===== src/tts_pkg.sv =====
`default_nettype none
package tts_pkg;

  localparam int NumSlotsDef   = 8;
  localparam int TickBitsDef   = 16;
  localparam int HandleBitsDef = 8;
  localparam int RunBitsDef    = 8;

  // Upper bound on the tasks that one dispatch pass hands out.
  localparam int MaxResults = 8;

  localparam logic [1:0] CMD_ADD  = 2'd0;
  localparam logic [1:0] CMD_DEL  = 2'd1;
  localparam logic [1:0] CMD_TICK = 2'd2;
  localparam logic [1:0] CMD_DISP = 2'd3;

  typedef struct packed {
    logic [1:0]  cmd;
    logic [2:0]  slot;
    logic [7:0]  handle;
    logic [15:0] delay;
    logic [15:0] period;
  } tts_in_t;

  typedef struct packed {
    logic [7:0] task_handle;
    logic [2:0] task_slot;
    logic       last;
  } tts_out_t;

  typedef struct packed {
    logic emit;
    logic one_shot;
    logic found;
  } tts_stat_t;

endpackage
`default_nettype wire


===== src/tts_cell.sv =====
`default_nettype none
module tts_cell import tts_pkg::*; #(
  parameter int TICK_BITS   = TickBitsDef,
  parameter int HANDLE_BITS = HandleBitsDef,
  parameter int RUN_BITS    = RunBitsDef
) (
  input  wire logic                   clk_i,
  input  wire logic                   rst_ni,
  input  wire logic                   shift_i,
  input  wire logic [HANDLE_BITS-1:0] handle_i,
  input  wire logic [TICK_BITS-1:0]   delay_i,
  input  wire logic [TICK_BITS-1:0]   period_i,
  input  wire logic [RUN_BITS-1:0]    pending_i,
  output logic      [HANDLE_BITS-1:0] handle_o,
  output logic      [TICK_BITS-1:0]   delay_o,
  output logic      [TICK_BITS-1:0]   period_o,
  output logic      [RUN_BITS-1:0]    pending_o
);

  logic [HANDLE_BITS-1:0] handle_q;
  logic [TICK_BITS-1:0]   delay_q;
  logic [TICK_BITS-1:0]   period_q;
  logic [RUN_BITS-1:0]    pending_q;

  // Handle and run count come out of reset cleared, so every slot starts empty.
  always_ff @(posedge clk_i or negedge rst_ni) begin
    if (!rst_ni) begin
      handle_q  <= '0;
      pending_q <= '0;
    end else if (shift_i) begin
      handle_q  <= handle_i;
      pending_q <= pending_i;
    end
  end

  always_ff @(posedge clk_i) begin
    if (shift_i) begin
      delay_q  <= delay_i;
      period_q <= period_i;
    end
  end

  assign handle_o  = handle_q;
  assign delay_o   = delay_q;
  assign period_o  = period_q;
  assign pending_o = pending_q;

endmodule
`default_nettype wire


===== src/tts_head.sv =====
`default_nettype none
module tts_head import tts_pkg::*; #(
  parameter int NUM_SLOTS   = NumSlotsDef,
  parameter int TICK_BITS   = TickBitsDef,
  parameter int HANDLE_BITS = HandleBitsDef,
  parameter int RUN_BITS    = RunBitsDef,
  localparam int SlotW      = (NUM_SLOTS > 1) ? $clog2(NUM_SLOTS) : 1,
  localparam int CmpW       = (SlotW > 3) ? SlotW : 3
) (
  input  wire logic [1:0]             cmd_i,
  input  wire logic [2:0]             slot_i,
  input  wire logic [HANDLE_BITS-1:0] key_i,
  input  wire logic [TICK_BITS-1:0]   delay_i,
  input  wire logic [TICK_BITS-1:0]   period_i,
  input  wire logic [SlotW-1:0]       step_i,
  input  wire logic                   done_i,
  input  wire logic                   full_i,
  input  wire logic [HANDLE_BITS-1:0] rec_handle_i,
  input  wire logic [TICK_BITS-1:0]   rec_delay_i,
  input  wire logic [TICK_BITS-1:0]   rec_period_i,
  input  wire logic [RUN_BITS-1:0]    rec_pending_i,
  output logic      [HANDLE_BITS-1:0] rec_handle_o,
  output logic      [TICK_BITS-1:0]   rec_delay_o,
  output logic      [TICK_BITS-1:0]   rec_period_o,
  output logic      [RUN_BITS-1:0]    rec_pending_o,
  output tts_stat_t                   stat_o
);

  // The record leaving the front cell is the slot whose index is step_i.
  always_comb begin
    rec_handle_o  = rec_handle_i;
    rec_delay_o   = rec_delay_i;
    rec_period_o  = rec_period_i;
    rec_pending_o = rec_pending_i;
    stat_o        = '0;
    case (cmd_i)
      CMD_ADD: begin
        if (CmpW'(slot_i) == CmpW'(step_i) && key_i != '0) begin
          rec_handle_o  = key_i;
          rec_delay_o   = delay_i;
          rec_period_o  = period_i;
          rec_pending_o = '0;
        end
      end
      CMD_DEL: begin
        if (!done_i && rec_handle_i == key_i) begin
          rec_handle_o = '0;
          stat_o.found = 1'b1;
        end
      end
      CMD_TICK: begin
        if (rec_handle_i != '0) begin
          if (rec_delay_i != '0) begin
            rec_delay_o = rec_delay_i - 1'b1;
          end else begin
            if (rec_pending_i != '1) begin
              rec_pending_o = rec_pending_i + 1'b1;
            end
            if (rec_period_i != '0) begin
              rec_delay_o = rec_period_i - 1'b1;
            end
          end
        end
      end
      default: begin
        if (rec_handle_i != '0 && rec_pending_i != '0 && !full_i) begin
          stat_o.emit     = 1'b1;
          stat_o.one_shot = (rec_period_i == '0);
          rec_pending_o   = rec_pending_i - 1'b1;
        end
      end
    endcase
  end

endmodule
`default_nettype wire


===== src/time_triggered_task_scheduler_unit.sv =====
// Time-triggered task scheduler with a table of NUM_SLOTS priority slots.
// Input channel (in_valid_i, in_stall_o, in_data_i) takes one command per
// transfer: add, delete, tick or dispatch pass. Output channel (out_valid_o,
// out_stall_i, out_data_o) carries one transfer per task to run, in slot
// order, with last set on the final task of a pass.
// The slot records sit in a ring of cells. Every command rotates the whole
// ring once past a shared head stage. A dispatch pass rotates the ring,
// hands over its final task if any ran, runs one further rotation for each
// one-shot task it ran, which removes that task by handle, and then finishes.
// The first task of a pass waits in the holding stage and reaches the
// output register once the head has seen the next runnable slot or the
// pass has ended. in_stall_o is high while a command is in progress. A
// stall on the output holds the output register and, once the one-entry
// holding stage behind it is full too, pauses the rotation. Reset empties
// every slot and clears all pending runs; there is no clearing pass.
`default_nettype none
module time_triggered_task_scheduler_unit import tts_pkg::*; #(
  parameter int NUM_SLOTS   = NumSlotsDef,
  parameter int TICK_BITS   = TickBitsDef,
  parameter int HANDLE_BITS = HandleBitsDef,
  parameter int RUN_BITS    = RunBitsDef
) (
  input  wire logic     clk_i,
  input  wire logic     rst_ni,
  input  wire logic     in_valid_i,
  output logic          in_stall_o,
  input  wire tts_in_t  in_data_i,
  output logic          out_valid_o,
  input  wire logic     out_stall_i,
  output tts_out_t      out_data_o
);

  localparam int SlotW = (NUM_SLOTS > 1) ? $clog2(NUM_SLOTS) : 1;
  localparam int CntW  = $clog2(MaxResults + 1);
  localparam int DqW   = (MaxResults > 1) ? $clog2(MaxResults) : 1;
  localparam logic [SlotW-1:0] LastStep = SlotW'(NUM_SLOTS - 1);

  localparam logic [1:0] ST_IDLE  = 2'd0;
  localparam logic [1:0] ST_ROT   = 2'd1;
  localparam logic [1:0] ST_FLUSH = 2'd2;

  // Ring of slot records.
  logic [HANDLE_BITS-1:0] c_h  [NUM_SLOTS];
  logic [TICK_BITS-1:0]   c_d  [NUM_SLOTS];
  logic [TICK_BITS-1:0]   c_p  [NUM_SLOTS];
  logic [RUN_BITS-1:0]    c_r  [NUM_SLOTS];
  logic [HANDLE_BITS-1:0] nx_h [NUM_SLOTS];
  logic [TICK_BITS-1:0]   nx_d [NUM_SLOTS];
  logic [TICK_BITS-1:0]   nx_p [NUM_SLOTS];
  logic [RUN_BITS-1:0]    nx_r [NUM_SLOTS];

  logic [HANDLE_BITS-1:0] hd_h;
  logic [TICK_BITS-1:0]   hd_d;
  logic [TICK_BITS-1:0]   hd_p;
  logic [RUN_BITS-1:0]    hd_r;
  tts_stat_t              stat;

  logic [1:0]             state_q, state_d;
  logic [1:0]             cmd_q, cmd_d;
  logic [2:0]             slot_q, slot_d;
  logic [HANDLE_BITS-1:0] key_q, key_d;
  logic [TICK_BITS-1:0]   delay_q, delay_d;
  logic [TICK_BITS-1:0]   period_q, period_d;
  logic [SlotW-1:0]       step_q, step_d;
  logic                   done_q, done_d;
  logic [CntW-1:0]        cnt_q, cnt_d;
  logic                   disp_q, disp_d;
  logic [CntW-1:0]        dq_cnt_q, dq_cnt_d;
  logic [CntW-1:0]        dq_rd_q, dq_rd_d;
  logic                   held_valid_q, held_valid_d;
  logic [7:0]             held_handle_q, held_handle_d;
  logic [2:0]             held_slot_q, held_slot_d;
  logic                   out_valid_q, out_valid_d;
  tts_out_t               out_data_q;

  logic [HANDLE_BITS-1:0] dq_mem [MaxResults];
  logic                   dq_we;
  logic                   dq_re;
  logic                   accept;
  logic                   out_free;
  logic                   out_load;
  logic                   out_last;
  logic                   advance;
  logic                   full;

  for (genvar k = 0; k < NUM_SLOTS; k++) begin : g_cell
    if (k == NUM_SLOTS - 1) begin : g_tail
      assign nx_h[k] = hd_h;
      assign nx_d[k] = hd_d;
      assign nx_p[k] = hd_p;
      assign nx_r[k] = hd_r;
    end else begin : g_body
      assign nx_h[k] = c_h[k+1];
      assign nx_d[k] = c_d[k+1];
      assign nx_p[k] = c_p[k+1];
      assign nx_r[k] = c_r[k+1];
    end
    tts_cell #(
      .TICK_BITS   (TICK_BITS),
      .HANDLE_BITS (HANDLE_BITS),
      .RUN_BITS    (RUN_BITS)
    ) u_cell (
      .clk_i     (clk_i),
      .rst_ni    (rst_ni),
      .shift_i   (advance),
      .handle_i  (nx_h[k]),
      .delay_i   (nx_d[k]),
      .period_i  (nx_p[k]),
      .pending_i (nx_r[k]),
      .handle_o  (c_h[k]),
      .delay_o   (c_d[k]),
      .period_o  (c_p[k]),
      .pending_o (c_r[k])
    );
  end

  assign full = (cnt_q == CntW'(MaxResults));

  tts_head #(
    .NUM_SLOTS   (NUM_SLOTS),
    .TICK_BITS   (TICK_BITS),
    .HANDLE_BITS (HANDLE_BITS),
    .RUN_BITS    (RUN_BITS)
  ) u_head (
    .cmd_i         (cmd_q),
    .slot_i        (slot_q),
    .key_i         (key_q),
    .delay_i       (delay_q),
    .period_i      (period_q),
    .step_i        (step_q),
    .done_i        (done_q),
    .full_i        (full),
    .rec_handle_i  (c_h[0]),
    .rec_delay_i   (c_d[0]),
    .rec_period_i  (c_p[0]),
    .rec_pending_i (c_r[0]),
    .rec_handle_o  (hd_h),
    .rec_delay_o   (hd_d),
    .rec_period_o  (hd_p),
    .rec_pending_o (hd_r),
    .stat_o        (stat)
  );

  assign in_stall_o = (state_q != ST_IDLE);
  assign accept     = in_valid_i && !in_stall_o;
  assign out_free   = !out_valid_q || !out_stall_i;
  // A second task cannot enter the holding stage until the first has moved on.
  assign advance    = (state_q == ST_ROT) && !(stat.emit && held_valid_q && !out_free);

  always_comb begin
    state_d       = state_q;
    cmd_d         = cmd_q;
    slot_d        = slot_q;
    key_d         = key_q;
    delay_d       = delay_q;
    period_d      = period_q;
    step_d        = step_q;
    done_d        = done_q;
    cnt_d         = cnt_q;
    disp_d        = disp_q;
    dq_cnt_d      = dq_cnt_q;
    dq_rd_d       = dq_rd_q;
    held_valid_d  = held_valid_q;
    held_handle_d = held_handle_q;
    held_slot_d   = held_slot_q;
    out_load      = 1'b0;
    out_last      = 1'b0;
    dq_we         = 1'b0;
    dq_re         = 1'b0;
    case (state_q)
      ST_IDLE: begin
        if (accept) begin
          cmd_d        = in_data_i.cmd;
          slot_d       = in_data_i.slot;
          key_d        = HANDLE_BITS'(in_data_i.handle);
          delay_d      = TICK_BITS'(in_data_i.delay);
          period_d     = TICK_BITS'(in_data_i.period);
          step_d       = '0;
          done_d       = 1'b0;
          cnt_d        = '0;
          disp_d       = (in_data_i.cmd == CMD_DISP);
          dq_cnt_d     = '0;
          dq_rd_d      = '0;
          held_valid_d = 1'b0;
          state_d      = ST_ROT;
        end
      end
      ST_ROT: begin
        if (advance) begin
          step_d = step_q + 1'b1;
          if (stat.found) begin
            done_d = 1'b1;
          end
          if (stat.emit) begin
            out_load      = held_valid_q;
            held_valid_d  = 1'b1;
            held_handle_d = 8'(c_h[0]);
            held_slot_d   = 3'(step_q);
            cnt_d         = cnt_q + 1'b1;
            if (stat.one_shot) begin
              dq_we    = 1'b1;
              dq_cnt_d = dq_cnt_q + 1'b1;
            end
          end
          if (step_q == LastStep) begin
            step_d  = '0;
            state_d = disp_q ? ST_FLUSH : ST_IDLE;
          end
        end
      end
      ST_FLUSH: begin
        if (held_valid_q) begin
          if (out_free) begin
            out_load     = 1'b1;
            out_last     = 1'b1;
            held_valid_d = 1'b0;
          end
        end else if (dq_rd_q != dq_cnt_q) begin
          // Each one-shot task that ran is removed by its own handle search.
          cmd_d   = CMD_DEL;
          dq_re   = 1'b1;
          dq_rd_d = dq_rd_q + 1'b1;
          done_d  = 1'b0;
          step_d  = '0;
          state_d = ST_ROT;
        end else begin
          disp_d  = 1'b0;
          state_d = ST_IDLE;
        end
      end
      default: begin
        state_d = ST_IDLE;
      end
    endcase
  end

  always_comb begin
    if (out_load) begin
      out_valid_d = 1'b1;
    end else if (!out_stall_i) begin
      out_valid_d = 1'b0;
    end else begin
      out_valid_d = out_valid_q;
    end
  end

  always_ff @(posedge clk_i or negedge rst_ni) begin
    if (!rst_ni) begin
      state_q      <= ST_IDLE;
      step_q       <= '0;
      done_q       <= 1'b0;
      cnt_q        <= '0;
      disp_q       <= 1'b0;
      dq_cnt_q     <= '0;
      dq_rd_q      <= '0;
      held_valid_q <= 1'b0;
      out_valid_q  <= 1'b0;
    end else begin
      state_q      <= state_d;
      step_q       <= step_d;
      done_q       <= done_d;
      cnt_q        <= cnt_d;
      disp_q       <= disp_d;
      dq_cnt_q     <= dq_cnt_d;
      dq_rd_q      <= dq_rd_d;
      held_valid_q <= held_valid_d;
      out_valid_q  <= out_valid_d;
    end
  end

  always_ff @(posedge clk_i) begin
    cmd_q         <= cmd_d;
    slot_q        <= slot_d;
    if (dq_re) begin
      key_q <= dq_mem[dq_rd_q[DqW-1:0]];
    end else begin
      key_q <= key_d;
    end
    delay_q       <= delay_d;
    period_q      <= period_d;
    held_handle_q <= held_handle_d;
    held_slot_q   <= held_slot_d;
    if (out_load) begin
      out_data_q.task_handle <= held_handle_q;
      out_data_q.task_slot   <= held_slot_q;
      out_data_q.last        <= out_last;
    end
    if (dq_we) begin
      dq_mem[dq_cnt_q[DqW-1:0]] <= c_h[0];
    end
  end

  assign out_valid_o = out_valid_q;
  assign out_data_o  = out_data_q;

endmodule
`default_nettype wire


===== config.mk =====
export PLATFORM = sky130hd
export DESIGN_NAME = time_triggered_task_scheduler_unit
export DESIGN_NICKNAME = d
export VERILOG_FILES = /design/src/tts_pkg.sv /design/src/tts_cell.sv /design/src/tts_head.sv /design/src/time_triggered_task_scheduler_unit.sv
export SDC_FILE = /design/constraint.sdc
export NUM_CORES = 1
export LEC_CHECK = 0
export ABC_AREA = 1
export BUFFER_PORTS_ARGS = -buffer_cell sky130_fd_sc_hd__buf_2
export CORE_MARGIN = 2
export CORE_UTILIZATION = 55
export CTS_CLUSTER_SIZE = 28
export DETAILED_ROUTE_END_ITERATION = 10
export PLACE_DENSITY = 0.8
export SLEW_MARGIN = 25
export SYNTH_ARGS = -nofsm -noshare
export SYNTH_HDL_FRONTEND = slang
export SYNTH_SLANG_ARGS = --single-unit

===== constraint.sdc =====
create_clock -name clk_i -period 13.9 [get_ports clk_i]
set_input_delay 1.39 -clock clk_i [delete_from_list [all_inputs] [get_ports clk_i]]
set_output_delay 1.39 -clock clk_i [all_outputs]
set_load 0.05 [all_outputs]

==> impl_metrics.toml <==
[placed_design]
portBuffers = 62
hpwlAfterDp_microns = 25700
globalplace.congestion = 0.879

[sta]
fmax_ghz = 0.277
period_needed_ns = 3.61
slew-limit-headroom_pct = 38.0
finalHoldViolations = 0
rsz0062_at_grt = "no"
setup_violations = 0
min_period_over_period_pct = 25.9
tightest_slew_ns = 0.924
slew_violations = 0
fin_skew_ns = 0.0227
tns_ns = 0

[min_path]
whs_path_depth = 0
min_to = "g_cell[2].u_cell.period_o[15]"
holdCritStartpoint = "g_cell[3].u_cell.period_o[15]"
hold_path.class = "reg -> reg"

[yosys]
synth_edf_count = 388
synth_area_sq_um = 21100
yosys_warnings = 0
synth.most_common_cell = "nand2_1"
synthTopCellsByCount = "nand2_1 (490), edfxtp_1 (388), nor2_1 (154)"
yosys.area.top_type = "edfxtp_1"
synth_nets = 1839
yosysTopAreaCellShare_pct = 55.3
synthArstFlopShare_pct = 27.7
synth_cell_types = 39
seq_area_frac_synth_pct = 73.0
ys_ff_latch = 537
synth.area.top_cells = "edfxtp_1 (55%), dfrtp_1 (18%), nand2_1 (8.7%)"
netlist_instances = 1775
avgSynthCellArea_sq_um = 11.9
synth_flop_cell = "edfxtp_1"

[route]
routedWlPerCell_microns = 16.8
vias = 12860
drt-initial-drc-count = 1392
drc = 0
via_per_inst = 5.37
drt_wl_total_microns = 40400
detail-route-antenna-nets = 0
dr.pass1.iters = 6

[setup_path]
worst_setup_path_start_kind = "flip-flop"
reg2reg_slack_ns = 10.29
r2r-end = "g_cell[5].u_cell.period_o[10]"
startpoint = "g_cell[0].u_cell.handle_o[7]"
crit_fanout = 207
crit_required_ns = 14.14
cp.arrival_ns = 3.84
timing.rr.start = "g_cell[0].u_cell.handle_o[7]"
crit_type = "reg -> reg"
end_kind = "flip-flop"
r2r_cells = 10

[die]
start_util_pct = 56.0
dieArea_sq_um = 39900
num_rows = 71
ios = 63
fp.coreArea_sq_um = 37700
fp.dieH_microns = 200
die_x_microns = 200

[global_route]
grt_pass1_vias = 12092
overflow = 0
antenna_found_initial = 0
grt_max_degree = 208
grt_pass1_wl_microns = 64400
grt_usage_pct = 20.9

[finish]
final_layout_size_suffix_gt1_share_pct = 9.23
syn2layout_area_growth_pct = 11.6
nets = 1907
nFillCells = 2805
diodes = 0

[clocking]
clock_latency_ns = 0.59
tritoncts = "built"
cts-hold-fix-buffers = 0
postCtsSetupBuffers = 0
cts_root_buf = "clkbuf_16"
clockBufferDepth = 3
clock-sinks = 537
cts_buffers = 51
cts.repair.resized = 0
cts.htree.levels = 2
clk_pin_slew_ns = 0.06

[power_and_ir_drop]
peakVddDrop_v = 0.000144
powerDensity_nw_per_um2 = 232
p_leak_nw = 9.44
power_w = 0.00546

[outcome]
status = "finished clean"

[run]
maxCapViolations = 0
==> cells in the final DEF (no fill, tap or decap), types with 2 or more instances in the layout <==
cell type / n
o21a_1: 9
bufinv_16: 4
nor2_2: 3
nor2_4: 3
inv_2: 5
nor2_1: 154
o21ai_0: 127
nand2_2: 3
buf_2: 61
clkinv_2: 6
clkinvlp_4: 4
nand4_1: 12
inv_1: 123
nand2_1: 490
a22oi_1: 13
dfrtp_1: 148
o32ai_1: 16
buf_4: 8
clkinv_8: 2
clkbuf_8: 5
clkbuf_16: 51
xnor2_1: 6
nand3_2: 2
clkinv_1: 15
o21bai_1: 2
o22ai_1: 4
o21ai_1: 27
ha_1: 15
buf_6: 4
a21oi_1: 25
nor3_1: 6
clkbuf_1: 10
nand3_1: 85
o211ai_1: 5
inv_6: 3
or2_2: 4
xor2_1: 27
edfxtp_1: 388
nand3_4: 2
==> sequential cells by signal, indices dropped and copies added (netlist names), 8 cells and up <==
register                 flops
out_data_o                  12
dq_mem                      64
g_cell.u_cell.period_o     128
held_handle_q                8
key_q                        8
g_cell.u_cell.delay_o      128
g_cell.u_cell.pending_o     64
period_q                    16
g_cell.u_cell.handle_o      64
delay_q                     16
==> metrics by stage <==
| stage | utilization [%] | std cells | cell area [sq um] | worst slack (ns) | hold WS, ns |
|---|---|---|---|---|---|
| 2_1_floorplan | - | 1775 | 21100 | 8.40 | 0.400 |
| 3_3_place_gp | 58.0 | 2301 | 21800 | 9.73 | 0.400 |
| 3_5_place_dp | 58.0 | 2301 | 21800 | 9.64 | 0.405 |
| 4_1_cts | 62.4 | 2397 | 23500 | 9.93 | 0.416 |
| 5_1_grt | 62.5 | 2397 | 23500 | 10.04 | 0.419 |
| 6_report | 62.5 | 2397 | 23500 | 10.29 | 0.406 |
==> cell type report <==
type	instances	area, sq um	share of cell area (%)
flip-flops and latches	537	15400	65.4
well taps	511	639	2.72
repair buffers	73	410	1.74
clock inverters	30	294	1.25
multi-input cells	1047	4910	20.9
inverters	133	512	2.17
clock buffers	66	1380	5.88
==> per-layer routing <==
metal,vias to the layer above,share of wire [%],GRT usage (%)
li1,6170,-,-
met1,6183,46,31.6
met2,440,45,31.3
met3,67,6.2,3.07
met4,0,2.6,7.60
met5,-,0,0
==> worst max path at each step <==
stage	cells after the start	slack, ns	end
4_1_cts	10	9.93	g_cell[0].u_cell.period_o[5]
5_1_grt	10	10.04	g_cell[1].u_cell.period_o[3]
2_1_floorplan	7	8.40	g_cell[0].u_cell.delay_o[0]
6_report	10	10.29	g_cell[5].u_cell.period_o[10]
3_5_place_dp	7	9.64	g_cell[0].u_cell.period_o[2]
3_3_place_gp	7	9.73	g_cell[0].u_cell.period_o[2]
==> power breakdown <==
part	total (W)	switching, W	internal, W
logic	0.00127	0.000939	0.000330
registers	0.00283	0.000304	0.00253
clock network	0.00136	0.000582	0.000782
==> critical path, cell delays in order, from the launching register on <==
cell and delay (ns):
dfrtp_1 0.65, nor2_1 0.10, nand2_1 0.09, inv_1 0.04, nand2_1 0.39, nand3_4 0.20
nor2_4 0.21, nand3_2 0.12, nand2_4 0.14, clkinv_8 0.55, buf_6 0.59
==> cells by family (layout without fill, tap and decap cells) <==
logic type / count (synthesis) / after routing / share of synthesized area (%)
and+or+nand+nor: 769 / 769 / 14.9
DFF: 537 / 537 / 73.0
AOI/OAI and AO/OA: 230 / 230 / 6.13
buffers and inverters: 191 / 302 / 3.78
xor gates and xnor gates: 33 / 33 / 1.37
adders and majority gates: 15 / 15 / 0.890
Note: power is estimated with default switching activity, not from simulation.
